## src/rtl/srtc_pkg.sv

```systemverilog
// Shared types, constants and helpers for the signed radix-to-text converter.
// Used by srtc_front, srtc_queue, srtc_back and the top level; no dependencies.
package srtc_pkg;

  // Sizing
  localparam int MAX_SYMBOLS  = 32;
  localparam int VALUE_WIDTH  = 32;
  localparam int LEN_W        = 6;
  localparam int WORD_W       = 64;
  localparam int NUM_WORDS    = 4;
  localparam int SYM_W        = 8;
  localparam int ALPHA_W      = NUM_WORDS * WORD_W;
  localparam int SEEN_W       = 2 ** (SYM_W - 1);
  localparam int DIGIT_W      = $clog2(MAX_SYMBOLS);
  localparam int TRIAL_W      = DIGIT_W + 1;
  localparam int STORE_DEPTH  = VALUE_WIDTH;
  localparam int STORE_IDX_W  = $clog2(STORE_DEPTH);
  localparam int COUNT_W      = $clog2(STORE_DEPTH + 1);

  // Divider: STEP_BITS quotient bits per cycle
  localparam int STEP_BITS    = 8;
  localparam int DIV_CYCLES   = (VALUE_WIDTH + STEP_BITS - 1) / STEP_BITS;
  localparam int DIV_W        = DIV_CYCLES * STEP_BITS;
  localparam int STEP_CNT_W   = (DIV_CYCLES > 1) ? $clog2(DIV_CYCLES) : 1;

  // Job queue between front and back
  localparam int QUEUE_DEPTH  = 2;
  localparam int QPTR_W       = (QUEUE_DEPTH > 1) ? $clog2(QUEUE_DEPTH) : 1;
  localparam int QCNT_W       = $clog2(QUEUE_DEPTH + 1);

  // Configuration register indexes
  localparam int CFG_IDX_W    = 3;
  localparam logic [CFG_IDX_W-1:0] REG_LENGTH = 3'd0;
  localparam logic [CFG_IDX_W-1:0] REG_WORD_0 = 3'd1;
  localparam logic [CFG_IDX_W-1:0] REG_WORD_1 = 3'd2;
  localparam logic [CFG_IDX_W-1:0] REG_WORD_2 = 3'd3;
  localparam logic [CFG_IDX_W-1:0] REG_WORD_3 = 3'd4;

  // Special characters
  localparam logic [SYM_W-1:0] SYM_PLUS  = 8'h2B;
  localparam logic [SYM_W-1:0] SYM_MINUS = 8'h2D;

  // Classified conversion job handed from front to back
  typedef struct packed {
    logic                   bad;
    logic                   neg;
    logic [VALUE_WIDTH-1:0] mag;
  } srtc_job_t;

  // Symbol idx of the packed alphabet, symbol 0 in the low byte
  function automatic logic [SYM_W-1:0] sym_at(input logic [ALPHA_W-1:0]  alpha,
                                              input logic [DIGIT_W-1:0]  idx);
    return alpha[idx * SYM_W +: SYM_W];
  endfunction

endpackage

```

## src/rtl/srtc_front.sv

```systemverilog
// Front end: accepts numbers, forms sign and magnitude, and checks the alphabet
// one symbol per cycle before handing a job to the queue. Depends on srtc_pkg.
module srtc_front import srtc_pkg::*; (
  input  logic                          clk,
  input  logic                          rst,
  input  logic                          push,
  input  logic signed [VALUE_WIDTH-1:0] number,
  output logic                          full,
  input  logic [ALPHA_W-1:0]            alphabet,
  input  logic [LEN_W-1:0]              alphabet_length,
  output srtc_job_t                     job,
  output logic                          job_push,
  input  logic                          queue_full
);

  typedef enum logic [2:0] {
    F_IDLE  = 3'b001,
    F_CHECK = 3'b010,
    F_PUSH  = 3'b100
  } front_state_t;

  front_state_t           state, state_next;
  logic [DIGIT_W-1:0]     idx;
  logic [SEEN_W-1:0]      seen;
  logic [SYM_W-1:0]       sym;
  logic                   sym_bad;
  logic                   last_sym;
  logic                   len_bad;
  logic [VALUE_WIDTH-1:0] num_u;
  logic                   num_neg;
  logic [VALUE_WIDTH-1:0] num_mag;

  // Sign and magnitude; the most negative value maps to its full magnitude
  assign num_u   = number;
  assign num_neg = num_u[VALUE_WIDTH-1];
  assign num_mag = num_neg ? (~num_u + VALUE_WIDTH'(1)) : num_u;

  // Alphabet checks
  assign len_bad  = (alphabet_length < LEN_W'(2)) ||
                    (alphabet_length > LEN_W'(MAX_SYMBOLS));
  assign sym      = sym_at(alphabet, idx);
  assign sym_bad  = (sym == '0) || sym[SYM_W-1] || (sym == SYM_PLUS) ||
                    (sym == SYM_MINUS) || seen[sym[SYM_W-2:0]];
  assign last_sym = ({1'b0, idx} == (alphabet_length - LEN_W'(1)));

  assign full     = (state != F_IDLE);
  assign job_push = (state == F_PUSH) && !queue_full;

  // Next state
  always_comb begin
    state_next = state;
    unique case (state)
      F_IDLE: begin
        if (push) state_next = len_bad ? F_PUSH : F_CHECK;
      end
      F_CHECK: begin
        if (sym_bad || last_sym) state_next = F_PUSH;
      end
      F_PUSH: begin
        if (!queue_full) state_next = F_IDLE;
      end
      default: state_next = F_IDLE;
    endcase
  end

  always_ff @(posedge clk) begin
    if (rst) begin
      state <= F_IDLE;
    end else begin
      state <= state_next;
    end
  end

  // Job payload and check sweep
  always_ff @(posedge clk) begin
    unique case (state)
      F_IDLE: begin
        if (push) begin
          job.neg <= num_neg;
          job.mag <= num_mag;
          job.bad <= len_bad;
          idx     <= '0;
          seen    <= '0;
        end
      end
      F_CHECK: begin
        if (sym_bad) begin
          job.bad <= 1'b1;
        end else begin
          seen[sym[SYM_W-2:0]] <= 1'b1;
          idx                  <= idx + DIGIT_W'(1);
        end
      end
      default: ;
    endcase
  end

endmodule

```

## src/rtl/srtc_queue.sv

```systemverilog
// Short job queue between front and back end, built from flops.
// Depends on srtc_pkg for the job type and depth.
module srtc_queue import srtc_pkg::*; (
  input  logic      clk,
  input  logic      rst,
  input  logic      push,
  input  srtc_job_t push_job,
  output logic      full,
  input  logic      pop,
  output srtc_job_t pop_job,
  output logic      empty
);

  srtc_job_t         entries [QUEUE_DEPTH];
  logic [QPTR_W-1:0] wr_ptr, rd_ptr;
  logic [QCNT_W-1:0] count;
  logic              do_push, do_pop;

  assign full    = (count == QCNT_W'(QUEUE_DEPTH));
  assign empty   = (count == '0);
  assign do_push = push && !full;
  assign do_pop  = pop && !empty;
  assign pop_job = entries[rd_ptr];

  // Pointers and fill count
  always_ff @(posedge clk) begin
    if (rst) begin
      wr_ptr <= '0;
      rd_ptr <= '0;
      count  <= '0;
    end else begin
      if (do_push) begin
        wr_ptr <= (wr_ptr == QPTR_W'(QUEUE_DEPTH - 1)) ? '0 : wr_ptr + QPTR_W'(1);
      end
      if (do_pop) begin
        rd_ptr <= (rd_ptr == QPTR_W'(QUEUE_DEPTH - 1)) ? '0 : rd_ptr + QPTR_W'(1);
      end
      if (do_push && !do_pop) begin
        count <= count + QCNT_W'(1);
      end else if (do_pop && !do_push) begin
        count <= count - QCNT_W'(1);
      end
    end
  end

  // Storage
  always_ff @(posedge clk) begin
    if (do_push) entries[wr_ptr] <= push_job;
  end

endmodule

```

## src/rtl/srtc_back.sv

```systemverilog
// Back end: divides the magnitude by the radix, STEP_BITS quotient bits per
// cycle, stacks digits, emits sign and symbols or bad_base. Uses srtc_pkg.
module srtc_back import srtc_pkg::*; (
  input  logic               clk,
  input  logic               rst,
  input  srtc_job_t          job,
  input  logic               queue_empty,
  output logic               queue_pop,
  input  logic [ALPHA_W-1:0] alphabet,
  input  logic [LEN_W-1:0]   alphabet_length,
  input  logic               pop,
  output logic               empty,
  output logic [SYM_W-1:0]   symbol,
  output logic               last,
  output logic               bad_base
);

  typedef enum logic [4:0] {
    B_IDLE  = 5'b00001,
    B_DIV   = 5'b00010,
    B_SIGN  = 5'b00100,
    B_DIGIT = 5'b01000,
    B_BAD   = 5'b10000
  } back_state_t;

  back_state_t             state, state_next;
  logic [DIV_W-1:0]        quot;
  logic [DIGIT_W-1:0]      rem;
  logic [STEP_CNT_W-1:0]   step;
  logic [COUNT_W-1:0]      count;
  logic                    neg;
  logic [DIGIT_W-1:0]      digit_store [STORE_DEPTH];
  logic                    out_valid;

  logic [DIV_W-1:0]        quot_v;
  logic [DIGIT_W-1:0]      rem_v;
  logic [TRIAL_W-1:0]      trial;
  logic [TRIAL_W-1:0]      radix;
  logic                    div_done;
  logic [COUNT_W-1:0]      count_inc;
  logic [COUNT_W-1:0]      digit_idx;
  logic [DIGIT_W-1:0]      rd_digit;
  logic                    more;
  logic                    out_free;
  logic                    out_load;
  logic [SYM_W-1:0]        out_sym;
  logic                    out_last;
  logic                    out_bad;

  assign radix = TRIAL_W'(alphabet_length);

  // STEP_BITS restoring steps on the narrow partial remainder
  always_comb begin
    quot_v = quot;
    rem_v  = rem;
    trial  = '0;
    for (int k = 0; k < STEP_BITS; k++) begin
      trial  = {rem_v, quot_v[DIV_W-1]};
      quot_v = {quot_v[DIV_W-2:0], 1'b0};
      if (trial >= radix) begin
        trial     = trial - radix;
        quot_v[0] = 1'b1;
      end
      rem_v = trial[DIGIT_W-1:0];
    end
  end

  assign div_done  = (step == STEP_CNT_W'(DIV_CYCLES - 1));
  assign count_inc = count + COUNT_W'(1);
  assign more      = (quot_v != '0) && (count_inc < COUNT_W'(STORE_DEPTH));
  assign digit_idx = count - COUNT_W'(1);
  assign rd_digit  = digit_store[digit_idx[STORE_IDX_W-1:0]];

  // Output register handshake
  assign out_free  = !out_valid || pop;
  assign out_load  = out_free &&
                     ((state == B_SIGN) || (state == B_DIGIT) || (state == B_BAD));
  assign empty     = !out_valid;
  assign queue_pop = (state == B_IDLE) && !queue_empty;

  // Next result
  always_comb begin
    out_sym  = '0;
    out_last = 1'b0;
    out_bad  = 1'b0;
    unique case (state)
      B_SIGN: begin
        out_sym = SYM_MINUS;
      end
      B_DIGIT: begin
        out_sym  = sym_at(alphabet, rd_digit);
        out_last = (count == COUNT_W'(1));
      end
      B_BAD: begin
        out_last = 1'b1;
        out_bad  = 1'b1;
      end
      default: ;
    endcase
  end

  // Next state
  always_comb begin
    state_next = state;
    unique case (state)
      B_IDLE: begin
        if (!queue_empty) state_next = job.bad ? B_BAD : B_DIV;
      end
      B_DIV: begin
        if (div_done && !more) state_next = neg ? B_SIGN : B_DIGIT;
      end
      B_SIGN: begin
        if (out_free) state_next = B_DIGIT;
      end
      B_DIGIT: begin
        if (out_free && (count == COUNT_W'(1))) state_next = B_IDLE;
      end
      B_BAD: begin
        if (out_free) state_next = B_IDLE;
      end
      default: state_next = B_IDLE;
    endcase
  end

  always_ff @(posedge clk) begin
    if (rst) begin
      state     <= B_IDLE;
      out_valid <= 1'b0;
    end else begin
      state <= state_next;
      if (out_load) begin
        out_valid <= 1'b1;
      end else if (pop) begin
        out_valid <= 1'b0;
      end
    end
  end

  // Division, digit stack and emit counter
  always_ff @(posedge clk) begin
    unique case (state)
      B_IDLE: begin
        if (!queue_empty) begin
          quot  <= DIV_W'(job.mag);
          rem   <= '0;
          step  <= '0;
          count <= '0;
          neg   <= job.neg;
        end
      end
      B_DIV: begin
        quot <= quot_v;
        if (div_done) begin
          digit_store[count[STORE_IDX_W-1:0]] <= rem_v;
          count <= count_inc;
          rem   <= '0;
          step  <= '0;
        end else begin
          rem  <= rem_v;
          step <= step + STEP_CNT_W'(1);
        end
      end
      B_DIGIT: begin
        if (out_free) count <= digit_idx;
      end
      default: ;
    endcase
  end

  // Result payload
  always_ff @(posedge clk) begin
    if (out_load) begin
      symbol   <= out_sym;
      last     <= out_last;
      bad_base <= out_bad;
    end
  end

endmodule

```

## src/rtl/signed_radix_to_text_converter_top.sv

```systemverilog
// Signed radix-to-text converter, top level: config registers, front, queue, back.
// The back end converts one job at a time with an 8-bit-per-cycle divider and
// emits one symbol per digit, plus one for a sign; the front's alphabet sweep
// overlaps the back end.
// Reset (rst, synchronous): registers to zero, queue and output empty.
module signed_radix_to_text_converter_top import srtc_pkg::*; (
  input  logic                          clk,
  input  logic                          rst,
  input  logic                          push,
  input  logic signed [VALUE_WIDTH-1:0] number,
  output logic                          full,
  output logic                          empty,
  input  logic                          pop,
  output logic [SYM_W-1:0]              symbol,
  output logic                          last,
  output logic                          bad_base,
  input  logic                          cfg_write,
  input  logic [CFG_IDX_W-1:0]          cfg_index,
  input  logic [WORD_W-1:0]             cfg_data
);

  logic [LEN_W-1:0]                  alphabet_length;
  logic [NUM_WORDS-1:0][WORD_W-1:0]  alphabet_word;
  logic [ALPHA_W-1:0]                alphabet;
  srtc_job_t                         front_job, back_job;
  logic                              job_push, queue_full, queue_pop, queue_empty;

  assign alphabet = alphabet_word;

  // Configuration registers
  always_ff @(posedge clk) begin
    if (rst) begin
      alphabet_length <= '0;
      alphabet_word   <= '0;
    end else if (cfg_write) begin
      case (cfg_index)
        REG_LENGTH: alphabet_length  <= cfg_data[LEN_W-1:0];
        REG_WORD_0: alphabet_word[0] <= cfg_data;
        REG_WORD_1: alphabet_word[1] <= cfg_data;
        REG_WORD_2: alphabet_word[2] <= cfg_data;
        REG_WORD_3: alphabet_word[3] <= cfg_data;
        default: ;
      endcase
    end
  end

  srtc_front u_front (
    .clk             (clk),
    .rst             (rst),
    .push            (push),
    .number          (number),
    .full            (full),
    .alphabet        (alphabet),
    .alphabet_length (alphabet_length),
    .job             (front_job),
    .job_push        (job_push),
    .queue_full      (queue_full)
  );

  srtc_queue u_queue (
    .clk      (clk),
    .rst      (rst),
    .push     (job_push),
    .push_job (front_job),
    .full     (queue_full),
    .pop      (queue_pop),
    .pop_job  (back_job),
    .empty    (queue_empty)
  );

  srtc_back u_back (
    .clk             (clk),
    .rst             (rst),
    .job             (back_job),
    .queue_empty     (queue_empty),
    .queue_pop       (queue_pop),
    .alphabet        (alphabet),
    .alphabet_length (alphabet_length),
    .pop             (pop),
    .empty           (empty),
    .symbol          (symbol),
    .last            (last),
    .bad_base        (bad_base)
  );

endmodule
```

## config.mk

```make
export PLATFORM = sky130hd
export DESIGN_NAME = signed_radix_to_text_converter_top
export DESIGN_NICKNAME = d
export VERILOG_FILES = /design/src/rtl/srtc_pkg.sv /design/src/rtl/srtc_front.sv /design/src/rtl/srtc_queue.sv /design/src/rtl/srtc_back.sv /design/src/rtl/signed_radix_to_text_converter_top.sv
export SDC_FILE = /design/constraint.sdc
export NUM_CORES = 2
export LEC_CHECK = 0
export BUFFER_PORTS_ARGS = -buffer_cell sky130_fd_sc_hd__buf_2
export CAP_MARGIN = 20
export CORE_AREA = 4 4 353 355
export DETAILED_ROUTE_END_ITERATION = 10
export DIE_AREA = 0 0 357 359
export SLEW_MARGIN = 20
export SYNTH_ARGS = -nofsm -noshare
export SYNTH_HDL_FRONTEND = slang
export SYNTH_SLANG_ARGS = --single-unit
```

## constraint.sdc

```tcl
create_clock -name clk -period 17.2 [get_ports clk]
set_input_delay 1.72 -clock clk [delete_from_list [all_inputs] [get_ports clk]]
set_output_delay 1.72 -clock clk [all_outputs]
set_load 0.01 [all_outputs]
```

# Word-level counts from Yosys, hierarchy flattened
# Memories as Yosys holds them, arrays and structs flattened. A register that Yosys moved wholly into a read port is not among the register bits.
# Index checks and enable logic that the tools add are counted.
[classes]
add_sub_neg = 18
n_lt_le_gt_ge = 13
mux = 71
n_reduce_logical = 48
eq_ne = 31
bitwise_logic = 3
n_shift = 2
[op_table]
columns = ["operator", "n"]
rows = [
  ["$shiftx 256x9->8", 2],
  ["$mux 128", 2],
  ["$pmux 128 s2", 1],
  ["$or 128x128->128", 1],
  ["$mux 5", 18],
  ["$mux 32", 2],
  ["$pmux 32 s2", 1],
  ["$ge 6x6->1", 8],
  ["$sub 5x5->5", 8],
  ["$mux 34", 1],
  ["$add 32x1->32 const B", 1],
  ["$not 32->32", 1],
  ["$reduce_bool 32->1", 1],
  ["$pmux 5 s5", 1],
  ["$mux 1", 23],
  ["$pmux 5 s2", 2],
  ["$mux 6", 3],
  ["$pmux 6 s3", 1],
  ["$eq 8x6->1 const B", 2],
  ["$pmux 8 s2", 1],
  ["$reduce_and 2->1", 8],
  ["$ne 2x1->1 const B", 7],
  ["$mux 3", 4],
  ["$sub 6x1->6 const B", 2],
  ["42 further kinds", 85],
]
[totals]
output_inout_bits = 12
word_cells = 213
mem_count = 2
ff_bits = 498
ramBits = 228
input_bits = 104
[mem_list]
columns = ["name", "depth", "word_bits", "rd", "rd_ports_with_merged_regs", "write_ports", "line_no", "rtl"]
rows = [
  ["u_back.digit_store", 32, 5, 1, 0, 1, "srtc_back.sv:32", "logic [DIGIT_W-1:0] digit_store [STORE_DEPTH];"],
  ["u_queue.entries", 2, 34, 1, 1, 1, "srtc_queue.sv:14", "srtc_job_t entries [QUEUE_DEPTH];"],
]

# Depth between registers and ports, before layout
[logic_depth]
depth_word = 22
mapped_depth = 75
depth_no_buf = 70

# Hierarchy
# Synthesis repeated with hierarchy kept, for this count alone.
[hier_totals]
hier_cells = 3227
hier_area_um2 = 37792.5
[by_module_without_submodules]
columns = ["mod", "n_inst", "seq_area_each_um2", "area_each_um2", "cells_per_inst"]
rows = [
  ["srtc_back", 1, 6606.3, 13763.2, 1214],
  ["srtc_front", 1, 5074.9, 11070.6, 958],
  ["signed_radix_to_text_converter_top", 1, 5245.0, 10291.1, 924],
  ["srtc_queue", 1, 2142.1, 2667.6, 131],
]

# Least setup slack after synthesis
# OpenSTA, ideal clock, no wires.
[synth_path]
kind = "register to register"
start = "reg alphabet_length[1]"
end = "mem u_back.digit_store[0][0] (netlist bit) (data pin)"
arrival_time_ns = 14.195
t_required_ns = 16.811
n_path_buf = 5
setup_slack_ns = 2.616
setup_time_ns = 0.389
path_stages_with_launch = 63
synth_period_minus_slack_ns = 14.584
path_cell_list = "dfxtp_1 -> inv_1 -> fa_1 -> a21o_1 -> a21oi_1 -> nand2_1 -> a21o_1 -> a21oi_1 -> mux2_2 -> ha_1 -> nor2b_1 -> o21ai_0 -> nand3b_1 -> a21o_1 -> a21o_1 -> clkbuf_1 -> nand2_1 -> o21ai_0 -> [27 not listed] -> nand2b_1 -> a221o_1 -> a21oi_1 -> mux2_2 -> fa_1 -> nor2b_1 -> o21ai_0 -> a31oi_1 -> o21ai_0 -> nand2b_1 -> clkbuf_1 -> mux2_2 -> ha_1 -> and3_1 -> a31oi_1 -> o21ai_0 -> a21oi_1 -> mux2i_1"
[synth_via]
elab_chain_cells = 16
word_cells_on_any_way = 23
cone_classes = "7 x add/sub; 8 x order compare; 8 x mux"
[synth_rtl]
columns = ["item", "line_no", "rtl"]
rows = [
  ["start: declaration", "signed_radix_to_text_converter_top.sv:22", "logic [LEN_W-1:0] alphabet_length;"],
  ["start signal: assignment", "signed_radix_to_text_converter_top.sv:37", "REG_LENGTH: alphabet_length <= cfg_data[LEN_W-1:0];"],
  ["$sub 5x5->5 or $ge 6x6->1 (tied branches)", "srtc_back.sv:61, srtc_back.sv:60", ""],
  ["$mux 5", "srtc_back.sv:60", "if (trial >= radix) begin"],
  ["$sub 5x5->5 or $ge 6x6->1 (tied branches)", "srtc_back.sv:61, srtc_back.sv:60", ""],
  ["$mux 5", "srtc_back.sv:60", ""],
  ["$sub 5x5->5 or $ge 6x6->1 (tied branches)", "srtc_back.sv:61, srtc_back.sv:60", ""],
  ["$mux 5", "srtc_back.sv:60", ""],
  ["$sub 5x5->5 or $ge 6x6->1 (tied branches)", "srtc_back.sv:61, srtc_back.sv:60", ""],
  ["$mux 5", "srtc_back.sv:60", ""],
  ["$ge 6x6->1 or $sub 5x5->5 (tied branches)", "srtc_back.sv:60, srtc_back.sv:61", ""],
  ["$mux 5", "srtc_back.sv:60", ""],
  ["$sub 5x5->5 or $ge 6x6->1 (tied branches)", "srtc_back.sv:61, srtc_back.sv:60", ""],
  ["$mux 5", "srtc_back.sv:60", ""],
  ["$sub 5x5->5 or $ge 6x6->1 (tied branches)", "srtc_back.sv:61, srtc_back.sv:60", ""],
  ["$mux 5", "srtc_back.sv:60", ""],
  ["$ge 6x6->1 *", "srtc_back.sv:60", ""],
  ["$mux 5 *", "srtc_back.sv:60", ""],
  ["via u_back.trial[0]", "srtc_back.sv:37", "logic [TRIAL_W-1:0] trial;"],
  ["end: declaration", "srtc_back.sv:32", ""],
]
# The timed path passes the listed nets; every way through them passes the cells marked *.

# Worst setup path after layout
[layout_path]
start = "reg alphabet_length[1]"
end = "reg u_back.state[3]"
[layout_via]
elab_chain_cells = 22
word_cells_on_any_way = 36
cone_classes = "7 x add/sub; 8 x order compare; 1 x eq/ne; 15 x mux; 5 x reduce/logical"
[layout_rtl]
columns = ["item", "line_no", "rtl"]
rows = [
  ["$sub 5x5->5 or $ge 6x6->1 (tied branches)", "srtc_back.sv:61, srtc_back.sv:60", ""],
  ["$mux 5", "srtc_back.sv:60", ""],
  ["$sub 5x5->5 or $ge 6x6->1 (tied branches)", "srtc_back.sv:61, srtc_back.sv:60", ""],
  ["$mux 5", "srtc_back.sv:60", ""],
  ["$sub 5x5->5 or $ge 6x6->1 (tied branches)", "srtc_back.sv:61, srtc_back.sv:60", ""],
  ["$mux 5", "srtc_back.sv:60", ""],
  ["$sub 5x5->5 or $ge 6x6->1 (tied branches)", "srtc_back.sv:61, srtc_back.sv:60", ""],
  ["$mux 5", "srtc_back.sv:60", ""],
  ["[6 not listed]", "--", ""],
  ["$ge 6x6->1", "srtc_back.sv:60", ""],
  ["$mux 1", "srtc_back.sv:60", ""],
  ["$reduce_bool 32->1 *", "srtc_back.sv:70", "assign more = (quot_v != '0) && (count_inc < COUNT_W'(STORE_DEPTH));"],
  ["$logic_and 1x1->1 *", "srtc_back.sv:70", ""],
  ["$logic_not 1->1 *", "srtc_back.sv:110", "if (div_done && !more) state_next = neg ? B_SIGN : B_DIGIT;"],
  ["$logic_and 1x1->1 *", "srtc_back.sv:110", ""],
  ["$ne 2x1->1 (no source line) *", "--", ""],
  ["$reduce_and 5->1 (no source line) *", "--", ""],
  ["end signal: assignment", "srtc_back.sv:130", "state <= state_next;"],
  ["end: declaration", "srtc_back.sv:26", "back_state_t state, state_next;"],
]
# Every way passes the cells marked *; elsewhere a longest branch is shown, timed or not.
# A chain may end at the register's enable or synchronous reset.

==> summary.txt <==
Crit path capture type: flop
Final Hold Vio Count: 0
Setup repair bufs after CTS: 0
Number of synthesized flops with an enable pin: 451
Initial Util: 29.82%
# DRC: 0
Most frequent cells in the layout: 610 x nand2_1, 470 x a21oi_1, 451 x edfxtp_1
Clk sinks: 727
Cts bufs inserted: 81
Commonest non-fill, non-tap cell in the layout: nand2_1
Mean Syn Cell Area: 10.59 µm²
GP Congestion: 0.7977
Slew @ Worst Pin: 1136 ps
Unrepaired setup endpoints after global routing: no
CTS tree: done
Ys flop type: edfxtp_1
Buf/Inv on CP: 3
CTS Buffer Depth: 3
Gr usage total: 15.58%
Max incr delay on CP: 580 ps
Core ar.: 121,400 µm²
Worst hold path type: reg2reg
Die height: 359 µm
Die ar.: 128,200 µm²
Vias in the first global route: 25.37k
Post-synth top area share: 37.41%
Vias per inst: 5.189
Setup_tns: 0 ps
Buffers on Ports: 115
Max-slew violation count: 0
Max Fclk: 63.45 MHz
Slowest stage cell on the critical path: fa_1
H-Tree Depth: 3
Crit Path Class: reg2reg
# IOs: 116
YS warnings: 0
Total iterations of the first detailed-routing run: 6
Tcrit/Tclk final: 91.62%
Yosys reg bits: 727
FP Rows: 128
Share of cells above drive strength 1: 13.60%
Startpoint types: flop
Root Buffer: clkbuf_16
Worst Path Required: 17,690 ps
Final clock skew: 18.98 ps
Drt wl/cell: 20.11 µm
Initial antenna violation count: 24
Clock-pin transition on the worst setup and hold timing paths: 60 ps
Max-cap viol count: 0
Area grow syn2layout: 13.41%
Clk_lat worst skew: 640 ps
Yosys top cell by area: edfxtp_1
Seq/Total Area, Yosys: 52.68%
Status: finished, final reports clean
Asr flop ratio synth: 0%
Clock period minus worst slack: 15,760 ps
Total number of vias: 26.67k
WP data arrival: 16,250 ps
Ranking of synthesized cells by area: edfxtp_1 37%, dfxtp_1 15%, a21oi_1 6.6%
Post-DP HPWL: 66.21 mm
Crit path max-delay family: compound AO/OA/AOI/OAI gates
GRT Residual Overflow: 0
CP max FO: 14
Netlist cell types: 74
Die Width: 357 µm
Largest net degree at the start of global routing: 137
Final setup fails: 0
Most used cell along the critical path: o21ai_0
Mapped Cells: 3,419
Slew Limit Headroom: 24.21%
First-pass GRT wire length: 156.7 mm
Final nets: 3,605
Post-Syn Area: 36,200 µm²
DRT Wirelength: 103.4 mm
Post-synthesis net count: 3,590
ANT nets after route: 0
1st-iter DRT viols: 2,535
## final timing paths
check	from	end	slack, ps	cells after the start
setup / recovery	alphabet_length[1]	u_back.state[3]	1440	64
setup reg to reg	alphabet_length[1]	u_back.state[3]	1440	64
hold reg to reg	u_front.job[24]	u_queue.entries[1][24]	440	0
hold / removal	u_front.job[24]	u_queue.entries[1][24]	440	0
## flip-flops by register name, indices dropped and copies added (netlist names), 8 cells and up, named ones only
signal,cells
alphabet,256
u_back.symbol,8
u_front.job,34
u_queue.entries,68
u_back.digit_store,160
u_back.quot,32
u_front.seen,128
## cell type report
| cell class | count | area, µm² |
|---|---|---|
| Antenna cell | 15 | 37.54 |
| Clock buffer | 114 | 2253 |
| Clock inverter | 34 | 324.1 |
| Fill cell | 12350 | 80340 |
| Inverter | 56 | 210.2 |
| Multi-Input combinational cell | 2402 | 16120 |
| Sequential cell | 727 | 19070 |
| Tap cell | 1625 | 2033 |
| Timing Repair Buffer | 166 | 999.7 |
## metrics by stage
stage / hold WS (ps) / instance area, µm² / cells / utilization, % / setup WS, ps
finish: 444.0 / 41050 / 5139 / 33.82 / 1441
global route: 452.3 / 41020 / 5125 / 33.79 / 136.6
CTS: 447.6 / 40980 / 5123 / 33.76 / 1030
detailed placement: 433.0 / 38410 / 4975 / 31.64 / 1047
global placement: 422.3 / 38400 / 4975 / 31.63 / 1662
floorplan: 421.5 / 36200 / 3419 / - / 2616
## cell families after synthesis
logic type,count (synthesis),synth area share (%)
fa+ha+maj,67,2.482
simple gates,1091,12.97
buf+inv,290,3.308
xor+xnor,72,1.742
compound gates,797,12.94
flops,727,52.68
mux,375,13.87
## synthesized netlist by cell type (all sizes together), types with 4 or more instances
library cell / count
nand2: 611
a21oi: 474
edfxtp: 451
dfxtp: 276
nor2: 248
mux2i: 225
clkbuf: 177
mux4: 96
a211oi: 95
o21ai: 80
nor2b: 64
xnor2: 62
ha: 59
buf: 57
inv: 55
mux2: 54
nor3: 31
nand3: 29
a22oi: 27
a221oi: 18
a21o: 17
nand2b: 16
o22ai: 15
and2: 14
a31oi: 13
nand3b: 13
nand4: 10
xor2: 10
and3: 9
nor4: 9
or3: 9
fa: 8
o31ai: 7
o41ai: 7
nor3b: 6
a2111oi: 5
a211o: 4
a221o: 4
nand4b: 4
or2: 4
or3b: 4
## repair_timing
action,4_1_cts,5_1_grt
setup endpoints to repair,0,13
hold buffers,0,0
endpoints found under the hold margin,0,0
resized for setup,0,2
## metal layers
layer	routed length, µm	vias to the layer above	share of wire, %	GRT usage (%)
met2	47590	827	46	24.39
met3	7529	146	7.3	3.125
met4	2581	4	2.5	4.585
met1	45630	13170	44	21.79
met5	26	-	0.025	0
li1	-	12510	-	-
Power is left out: the tool's default activity adds up to more than one toggle a clock period on the data nets, which glitch-free logic cannot reach.
